[config.mk]
export PLATFORM = sky130hd
export DESIGN_NAME = roi_finder_pad_merge
export DESIGN_NICKNAME = d
export VERILOG_FILES = /design/src/rtl/rfpm_pkg.sv /design/src/rtl/rfpm_front.sv /design/src/rtl/rfpm_back.sv /design/src/rtl/roi_finder_pad_merge.sv
export VERILOG_INCLUDE_DIRS = /design/src /design/src/rtl
export SDC_FILE = /design/constraint.sdc
export NUM_CORES = 1
export LEC_CHECK = 0
export BUFFER_PORTS_ARGS = -buffer_cell sky130_fd_sc_hd__buf_4
export CAP_MARGIN = 15
export CORE_UTILIZATION = 41
export DETAILED_ROUTE_END_ITERATION = 8
export HOLD_SLACK_MARGIN = 0.05
export RECOVER_POWER = 25
export SYNTH_ARGS = -nofsm -noshare
export SYNTH_HDL_FRONTEND = slang
export SYNTH_SLANG_ARGS = --single-unit
[constraint.sdc]
create_clock -name clock -period 7.9 [get_ports clock]
set_clock_uncertainty 0.15 [all_clocks]
set_input_delay 1.58 -clock clock [delete_from_list [all_inputs] [get_ports clock]]
set_output_delay 1.58 -clock clock [all_outputs]
set_load 0.05 [all_outputs]
[src/rtl/roi_finder_pad_merge_defines.svh]
// Assertion macros shared by the region finder RTL.
// Each takes a label, an antecedent and a consequent, clocked on clock and
// disabled while reset is high.
`ifndef ROI_FINDER_PAD_MERGE_DEFINES_SVH
`define ROI_FINDER_PAD_MERGE_DEFINES_SVH

// Consequent must hold in the same cycle as the antecedent.
`define RFPM_ASSERT_SAME(lbl, ante, cons) \
   lbl: assert property (@(posedge clock) disable iff (reset) (ante) |-> (cons)) \
      else $error("rfpm assertion failed");

// Consequent must hold in the cycle after the antecedent.
`define RFPM_ASSERT_NEXT(lbl, ante, cons) \
   lbl: assert property (@(posedge clock) disable iff (reset) (ante) |=> (cons)) \
      else $error("rfpm assertion failed");

`endif

[src/rtl/rfpm_pkg.sv]
// ----------------------------------------------------------------------------
// rfpm_pkg
// Types and constants for the region-of-interest finder with pad and merge.
// ----------------------------------------------------------------------------
`timescale 1ns / 1ps

package rfpm_pkg;

   localparam int SAMPLE_W   = 16;
   localparam int IDX_W      = 13;
   localparam int HI_W       = 14;
   localparam int CSR_IDX_W  = 2;
   localparam int CSR_DATA_W = 16;

   localparam int MAX_SAMPLES = 8192;
   localparam logic [IDX_W-1:0] IDX_LIMIT =
      IDX_W'(((MAX_SAMPLES > 8192) ? 8192 : MAX_SAMPLES) - 1);

   // Event queue between front and back
   localparam int EVQ_DEPTH = 4;
   localparam int EVQ_PTR_W = 2;
   localparam int EVQ_CNT_W = 3;

   // Result queue at the output
   localparam int RSQ_DEPTH = 4;
   localparam int RSQ_PTR_W = 2;
   localparam int RSQ_CNT_W = 3;

   typedef enum logic [CSR_IDX_W-1:0] {
      CSR_OPEN_THR  = 2'd0,
      CSR_CLOSE_THR = 2'd1,
      CSR_PAD_LOW   = 2'd2,
      CSR_PAD_HIGH  = 2'd3
   } csr_index_type;

   typedef struct packed {
      logic signed [SAMPLE_W-1:0] sample;
      logic                       last_sample;
   } req_type;

   typedef struct packed {
      logic [IDX_W-1:0] roi_start;
      logic [IDX_W-1:0] roi_end;
      logic             run_last;
   } rsp_type;

   // One classified sample: a closed padded region and/or end of channel
   typedef struct packed {
      logic             closed;
      logic             last;
      logic [IDX_W-1:0] lo;
      logic [HI_W-1:0]  hi;
      logic [IDX_W-1:0] idx;
   } evt_type;

endpackage

[src/rtl/rfpm_front.sv]
// ----------------------------------------------------------------------------
// rfpm_front
// Tracks sample index and hysteresis region state, pads closed regions and
// queues close / end-of-channel events for the merge stage.
// ----------------------------------------------------------------------------
`timescale 1ns / 1ps
`include "roi_finder_pad_merge_defines.svh"

module rfpm_front (
   input  logic                                clock,
   input  logic                                reset,
   input  logic                                push,
   output logic                                full,
   input  rfpm_pkg::req_type                   req_data,
   input  logic                                csr_wr_en,
   input  logic [rfpm_pkg::CSR_IDX_W-1:0]      csr_index,
   input  logic [rfpm_pkg::CSR_DATA_W-1:0]     csr_wdata,
   output logic                                evt_valid,
   output rfpm_pkg::evt_type                   evt_head,
   input  logic                                evt_pop
);

   logic signed [rfpm_pkg::SAMPLE_W-1:0] open_thr_ff, close_thr_ff;
   logic [rfpm_pkg::IDX_W-1:0]           pad_low_ff, pad_high_ff;

   logic [rfpm_pkg::IDX_W-1:0] idx_ff, idx_in;
   logic                       in_region_ff, in_region_in;
   logic [rfpm_pkg::IDX_W-1:0] raw_start_ff, raw_start_in;

   rfpm_pkg::evt_type          evq_ff [rfpm_pkg::EVQ_DEPTH];
   logic [rfpm_pkg::EVQ_PTR_W-1:0] wr_ptr_ff, rd_ptr_ff;
   logic [rfpm_pkg::EVQ_CNT_W-1:0] count_ff, count_in;

   logic              accept, closing, opening, evq_wr;
   rfpm_pkg::evt_type evt_new;

   always_comb begin
      accept  = push && !full;
      closing = in_region_ff &&
                ((req_data.sample < close_thr_ff) || req_data.last_sample);
      opening = !in_region_ff && (req_data.sample > open_thr_ff);

      evt_new.closed = closing;
      evt_new.last   = req_data.last_sample;
      evt_new.lo     = (raw_start_ff > pad_low_ff) ? (raw_start_ff - pad_low_ff) : '0;
      evt_new.hi     = {1'b0, idx_ff} + {1'b0, pad_high_ff};
      evt_new.idx    = idx_ff;

      evq_wr = accept && (closing || req_data.last_sample);

      idx_in       = idx_ff;
      in_region_in = in_region_ff;
      raw_start_in = raw_start_ff;
      if (accept) begin
         if (req_data.last_sample) begin
            idx_in       = '0;
            in_region_in = 1'b0;
            raw_start_in = '0;
         end else begin
            if (idx_ff < rfpm_pkg::IDX_LIMIT) begin
               idx_in = idx_ff + 1'b1;
            end
            if (closing) begin
               in_region_in = 1'b0;
               raw_start_in = '0;
            end else if (opening) begin
               in_region_in = 1'b1;
               raw_start_in = idx_ff;
            end
         end
      end

      count_in = count_ff + rfpm_pkg::EVQ_CNT_W'(evq_wr) - rfpm_pkg::EVQ_CNT_W'(evt_pop);
   end

   assign full      = (count_ff == rfpm_pkg::EVQ_CNT_W'(rfpm_pkg::EVQ_DEPTH));
   assign evt_valid = (count_ff != '0);
   assign evt_head  = evq_ff[rd_ptr_ff];

   always_ff @(posedge clock) begin
      if (reset) begin
         open_thr_ff  <= '0;
         close_thr_ff <= '0;
         pad_low_ff   <= '0;
         pad_high_ff  <= '0;
      end else if (csr_wr_en) begin
         unique case (csr_index)
            rfpm_pkg::CSR_OPEN_THR:  open_thr_ff  <= csr_wdata;
            rfpm_pkg::CSR_CLOSE_THR: close_thr_ff <= csr_wdata;
            rfpm_pkg::CSR_PAD_LOW:   pad_low_ff   <= csr_wdata[rfpm_pkg::IDX_W-1:0];
            rfpm_pkg::CSR_PAD_HIGH:  pad_high_ff  <= csr_wdata[rfpm_pkg::IDX_W-1:0];
            default: ;
         endcase
      end
   end

   always_ff @(posedge clock) begin
      if (reset) begin
         idx_ff       <= '0;
         in_region_ff <= 1'b0;
         raw_start_ff <= '0;
         wr_ptr_ff    <= '0;
         rd_ptr_ff    <= '0;
         count_ff     <= '0;
      end else begin
         idx_ff       <= idx_in;
         in_region_ff <= in_region_in;
         raw_start_ff <= raw_start_in;
         count_ff     <= count_in;
         if (evq_wr) begin
            wr_ptr_ff <= wr_ptr_ff + 1'b1;
         end
         if (evt_pop) begin
            rd_ptr_ff <= rd_ptr_ff + 1'b1;
         end
      end
   end

   always_ff @(posedge clock) begin
      if (evq_wr) begin
         evq_ff[wr_ptr_ff] <= evt_new;
      end
   end

   `RFPM_ASSERT_SAME(a_evq_bound, 1'b1, count_ff <= rfpm_pkg::EVQ_CNT_W'(rfpm_pkg::EVQ_DEPTH))
   `RFPM_ASSERT_NEXT(a_last_clears, accept && req_data.last_sample, (idx_ff == '0) && !in_region_ff)
   `RFPM_ASSERT_SAME(a_no_pop_empty, evt_pop, count_ff != '0)

endmodule

[src/rtl/rfpm_back.sv]
// ----------------------------------------------------------------------------
// rfpm_back
// Merges padded regions into the pending region, emits finished regions and
// buffers them in the result queue.
// ----------------------------------------------------------------------------
`timescale 1ns / 1ps
`include "roi_finder_pad_merge_defines.svh"

module rfpm_back (
   input  logic                clock,
   input  logic                reset,
   input  logic                evt_valid,
   input  rfpm_pkg::evt_type   evt_head,
   output logic                evt_pop,
   output logic                empty,
   input  logic                pop,
   output rfpm_pkg::rsp_type   rsp_data
);

   logic                       pend_valid_ff, pend_valid_in;
   logic [rfpm_pkg::IDX_W-1:0] pend_low_ff, pend_low_in;
   logic [rfpm_pkg::HI_W-1:0]  pend_high_ff, pend_high_in;

   logic              second_valid_ff, second_valid_in;
   rfpm_pkg::rsp_type second_ff;

   rfpm_pkg::rsp_type              rsq_ff [rfpm_pkg::RSQ_DEPTH];
   logic [rfpm_pkg::RSQ_PTR_W-1:0] wr_ptr_ff, rd_ptr_ff;
   logic [rfpm_pkg::RSQ_CNT_W-1:0] count_ff;

   logic [rfpm_pkg::HI_W:0]    ph_inc;
   logic                       merge, emit_a, emit_b, room, rsq_wr, rsq_rd;
   logic                       pv2;
   logic [rfpm_pkg::IDX_W-1:0] pl2;
   logic [rfpm_pkg::HI_W-1:0]  ph2, end_b;
   rfpm_pkg::rsp_type          res_a, res_b, wr_data;

   always_comb begin
      ph_inc = {1'b0, pend_high_ff} + 1'b1;
      merge  = evt_head.closed && pend_valid_ff &&
               ({2'b00, evt_head.lo} <= ph_inc);
      emit_a = evt_head.closed && pend_valid_ff && !merge;

      pv2 = pend_valid_ff || evt_head.closed;
      pl2 = (evt_head.closed && !merge) ? evt_head.lo : pend_low_ff;
      if (!evt_head.closed) begin
         ph2 = pend_high_ff;
      end else if (merge) begin
         ph2 = (evt_head.hi > pend_high_ff) ? evt_head.hi : pend_high_ff;
      end else begin
         ph2 = evt_head.hi;
      end

      // clamp the final region to the channel's last index
      emit_b = evt_head.last && pv2;
      end_b  = (ph2 > {1'b0, evt_head.idx}) ? {1'b0, evt_head.idx} : ph2;

      res_a.roi_start = pend_low_ff;
      res_a.roi_end   = pend_high_ff[rfpm_pkg::IDX_W-1:0];
      res_a.run_last  = !emit_b;
      res_b.roi_start = pl2;
      res_b.roi_end   = end_b[rfpm_pkg::IDX_W-1:0];
      res_b.run_last  = 1'b1;

      room    = (count_ff != rfpm_pkg::RSQ_CNT_W'(rfpm_pkg::RSQ_DEPTH));
      evt_pop = evt_valid && !second_valid_ff && room;

      // hold the final region in second_ff, until the result queue has room, when a request yields two results
      if (second_valid_ff) begin
         rsq_wr  = room;
         wr_data = second_ff;
      end else begin
         rsq_wr  = evt_pop && (emit_a || emit_b);
         wr_data = emit_a ? res_a : res_b;
      end
      second_valid_in = second_valid_ff ? !room : (evt_pop && emit_a && emit_b);

      pend_valid_in = pend_valid_ff;
      pend_low_in   = pend_low_ff;
      pend_high_in  = pend_high_ff;
      if (evt_pop) begin
         if (evt_head.last) begin
            pend_valid_in = 1'b0;
            pend_low_in   = '0;
            pend_high_in  = '0;
         end else begin
            pend_valid_in = pv2;
            pend_low_in   = pl2;
            pend_high_in  = ph2;
         end
      end

      rsq_rd = pop && !empty;
   end

   assign empty    = (count_ff == '0);
   assign rsp_data = rsq_ff[rd_ptr_ff];

   always_ff @(posedge clock) begin
      if (reset) begin
         pend_valid_ff   <= 1'b0;
         pend_low_ff     <= '0;
         pend_high_ff    <= '0;
         second_valid_ff <= 1'b0;
         wr_ptr_ff       <= '0;
         rd_ptr_ff       <= '0;
         count_ff        <= '0;
      end else begin
         pend_valid_ff   <= pend_valid_in;
         pend_low_ff     <= pend_low_in;
         pend_high_ff    <= pend_high_in;
         second_valid_ff <= second_valid_in;
         count_ff        <= count_ff + rfpm_pkg::RSQ_CNT_W'(rsq_wr)
                                     - rfpm_pkg::RSQ_CNT_W'(rsq_rd);
         if (rsq_wr) begin
            wr_ptr_ff <= wr_ptr_ff + 1'b1;
         end
         if (rsq_rd) begin
            rd_ptr_ff <= rd_ptr_ff + 1'b1;
         end
      end
   end

   always_ff @(posedge clock) begin
      if (!second_valid_ff) begin
         second_ff <= res_b;
      end
      if (rsq_wr) begin
         rsq_ff[wr_ptr_ff] <= wr_data;
      end
   end

   `RFPM_ASSERT_SAME(a_rsq_bound, 1'b1, count_ff <= rfpm_pkg::RSQ_CNT_W'(rfpm_pkg::RSQ_DEPTH))
   `RFPM_ASSERT_SAME(a_hold_while_second, second_valid_ff, !evt_pop)
   `RFPM_ASSERT_NEXT(a_last_clears_pend, evt_pop && evt_head.last, !pend_valid_ff)

endmodule

[src/rtl/roi_finder_pad_merge.sv]
// With both queues empty, a request's first result passes the event queue, then the result queue,
// before it is on the result ports; a second result of the same request waits in second_ff.
// The finder takes one request per cycle while not full; the merge stage handles one request per
// cycle when the result queue has room and pauses on a request that ends a channel with two results.
// A 4-entry event queue and a 4-entry result queue decouple the two sides.
// Reset (synchronous, active high) clears the registers, the region state and both queues.
// ----------------------------------------------------------------------------
// roi_finder_pad_merge
// Top level of the region-of-interest finder: front classifier and back merger.
// ----------------------------------------------------------------------------
`timescale 1ns / 1ps

module roi_finder_pad_merge (
   input  logic                            clock,
   input  logic                            reset,
   input  logic                            push,
   output logic                            full,
   input  rfpm_pkg::req_type               req_data,
   output logic                            empty,
   input  logic                            pop,
   output rfpm_pkg::rsp_type               rsp_data,
   input  logic                            csr_wr_en,
   input  logic [rfpm_pkg::CSR_IDX_W-1:0]  csr_index,
   input  logic [rfpm_pkg::CSR_DATA_W-1:0] csr_wdata
);

   logic              evt_valid, evt_pop;
   rfpm_pkg::evt_type evt_head;

   rfpm_front u_front (
      .clock     (clock),
      .reset     (reset),
      .push      (push),
      .full      (full),
      .req_data  (req_data),
      .csr_wr_en (csr_wr_en),
      .csr_index (csr_index),
      .csr_wdata (csr_wdata),
      .evt_valid (evt_valid),
      .evt_head  (evt_head),
      .evt_pop   (evt_pop)
   );

   rfpm_back u_back (
      .clock     (clock),
      .reset     (reset),
      .evt_valid (evt_valid),
      .evt_head  (evt_head),
      .evt_pop   (evt_pop),
      .empty     (empty),
      .pop       (pop),
      .rsp_data  (rsp_data)
   );

endmodule

==> metrics.cfg <==
[layout]
drive_gt1_frac=0.158
fillers=4297
antenna_cells=0
instances_no_fill=2317
fin_area_um2=22900
syn2layout_area_growth_pct=13.5
layout.nets=1818

[power]
leakagePower_nw=8.12
switching_share=0.352
ir_worst_vdd_mv=0.194
sequentialPowerShare=0.376
comb_power_share=0.364
internal_power_w=0.00556
p_clk_frac=0.259
power_density_nw_per_um2=376
p_sw_w=0.00302

[global_routing]
grt_use_total=0.184
grt_start_max_net_pins=61
antenna_found_initial=0
grt_pass1_wl_um=71300
overflow=0
grt_pass1_vias=12600

[yosys]
ys_seq_area_frac=0.582
synth_flop_cell=edfxtp_1
netlist_area_um2=20100
synthCells=1596
synth_common_cells=302 x edfxtp_1, 176 x nand2_1, 132 x dfxtp_1, 111 x ha_1, 99 x inv_1
synth_top_area_frac=0.450
yosysUniqueCellTypes=67
yosys_warnings=0
synth_most_common_cell=edfxtp_1
synth_nets=1751
syn_avg_cell_area_um2=12.6
synth.ff_latch_count=434
async_reset_ff_frac=0
synth_edf_count=302
yosysTopAreaCell=edfxtp_1
synthTopCellsByArea=edfxtp_1 45%, dfxtp_1 13%, mux4_2 6.9%

[timing]
slew_headroom=-0.922
setup_slack_ns=0.762
tightest_slew_ns=2.88
finalSetupTns_ns=0
final_hold_viol_count=0
hold_ws_ns=0.302
fmax_mhz=140
slew_viol_final=202
finalSetupViolCount=0
fin_crit_sh=0.903
finalCriticalPeriod_ns=7.14
rsz0062_at_grt=false

[hold_path]
hp-class=flop to flop
hold-path-cell-count=2

[run_status]
failed_checks=capacitance limit, slew limit
status=finished, violations left

[place]
dp_cells=2228
gp_congestion=0.879
io_buffers=68
place_area_um2=21300
pre_cts_slack_ns=0.842
dp_hpwl_um=32400

[clock_network]
clkTransAtPathRegs_ns=0.06
cts.repair.resized=0
cts_inserted_buffers=47
cts_hold_buf=0
clockRootBuffer=clkbuf_16
clk_latency_ns=0.57
h-tree-depth=2
post-cts-setup-buffers=0
cts_tree=built
cts_sinks=434
clock_path_buffers=3

[detailed_routing]
drtIter0Drc=777
vias_per_cell=5.40
firstDrtPassIters=7
routedWlPerCell_um=19.7
routed_wirelength_um=45700
ant_nets=0
drc_errors=0
vias=12500

[floorplan]
core_area_um2=48000
io-pin-count=69
fp.dieW_um=224
start_util=0.419
rows=80
die_h_um=224
floorplan.die_area_um2=50000

[setup_path]
crit_fanout=25
cp_num_buf_inv=2
required_ns=8.04
cpLargestDelayFamily=compound AO/OA/AOI/OAI gates
cp.depth=17
end_kind=flop
crit_chain=mux4_2 -> ha_1 -> nand4_1 -> nor4_1 -> a31o_2 -> a21oi_1 -> a21oi_2 -> buf_4 -> mux2_2 -> ha_1 -> nand4_1 -> a211oi_1 -> o41a_1 -> nor2_1 -> buf_4 -> a311o_1 -> o31a_1
critPathMaxStageDelay_ns=0.91
cp_slowest_cell=dfxtp_2
crit_type=flop to flop
start_kind=flop
critPathArrivalTime_ns=7.28
r2r.worst_path.cells=17

[run]
cap_violations=4

[final timing paths]
kind / start / end / slack (ns)
worst max-delay path: flop / u_back.rsq_ff[3][5] / 0.76
worst min-delay path: u_front.close_thr_ff[8] / u_front.close_thr_ff[8] / 0.30
worst max register to register: flop / u_back.rsq_ff[3][5] / 0.76
worst min register to register: u_front.close_thr_ff[8] / u_front.close_thr_ff[8] / 0.30
[power groups by stage]
| stage | clock (W) | sequential (W) | combinational, W |
|---|---|---|---|
| floorplan | 0 | 0.00313 | 0.00236 |
| global placement | 0 | 0.00328 | 0.00309 |
| detailed placement | 0 | 0.00329 | 0.00312 |
| CTS | 0.00228 | 0.00324 | 0.00314 |
| global route | 0.00238 | 0.00327 | 0.00341 |
| finish | 0.00223 | 0.00323 | 0.00313 |
[metrics by stage]
step,total power (W),util
after global placement,0.00636,0.443
after floorplan,0.00549,-
final,0.00858,0.476
after global routing,0.00906,0.476
after CTS,0.00866,0.476
after detailed placement,0.00640,0.443
[routing by layer]
layer  global-route usage  vias to the layer above  wire (µm)
met3               0.0268                       80       1610
met5                    0                        -          0
met4               0.0639                        0       1200
li1                     -                     6071          -
met1                0.240                     6123      20600
met2                0.314                      246      22300
[flip-flops by register name, summed over array words and instances (netlist names), 13 cells and up, named ones only]
register	flops
u_back.pend_high_ff	14
u_back.pend_low_ff	13
u_back.rsq_ff	108
u_back.second_ff	26
u_front.close_thr_ff	16
u_front.evq_ff	168
u_front.idx_ff	13
u_front.open_thr_ff	16
u_front.pad_high_ff	13
u_front.pad_low_ff	13
u_front.raw_start_ff	13
[worst reg2reg max path: stages (launching register included)]
cell,delay [ns]
dfxtp_2,0.91
mux4_2,0.76
ha_1,0.37
nand4_1,0.20
nor4_1,0.49
a31o_2,0.23
a21oi_1,0.07
a21oi_2,0.68
buf_4,0.41
mux2_2,0.39
ha_1,0.32
nand4_1,0.13
a211oi_1,0.39
o41a_1,0.41
nor2_1,0.07
buf_4,0.19
a311o_1,0.39
o31a_1,0.31
[layout by cell type, fill, tap and decap left out, drive strengths merged, types with 16 or more instances in the layout]
| cell type | count |
|---|---|
| a21o | 25 |
| a21oi | 94 |
| a22oi | 26 |
| and2 | 23 |
| buf | 85 |
| clkbuf | 67 |
| clkinv | 17 |
| dfxtp | 132 |
| edfxtp | 302 |
| ha | 111 |
| inv | 102 |
| mux2 | 33 |
| mux2i | 24 |
| mux4 | 62 |
| nand2 | 176 |
| nand3 | 21 |
| nand4 | 17 |
| nor2 | 90 |
| nor2b | 16 |
| o21ai | 50 |
| xnor2 | 35 |
[cell families after synthesis]
logic type      share of synthesized area
mux                                0.0997
fa+ha+maj                          0.0729
buf+inv                            0.0340
simple gates                       0.0936
flops                               0.582
xor+xnor                           0.0213
compound gates                     0.0968
[layout make-up]
type	instances	area, µm²	area share
Sequential cell	434	11700	0.513
Multi-Input combinational cell	989	7750	0.339
Clock buffer	61	1270	0.0556
Tap cell	615	769	0.0337
Timing Repair Buffer	91	664	0.0291
Inverter	100	375	0.0164
Clock inverter	27	304	0.0133
Power figures use the tool's default switching activity.
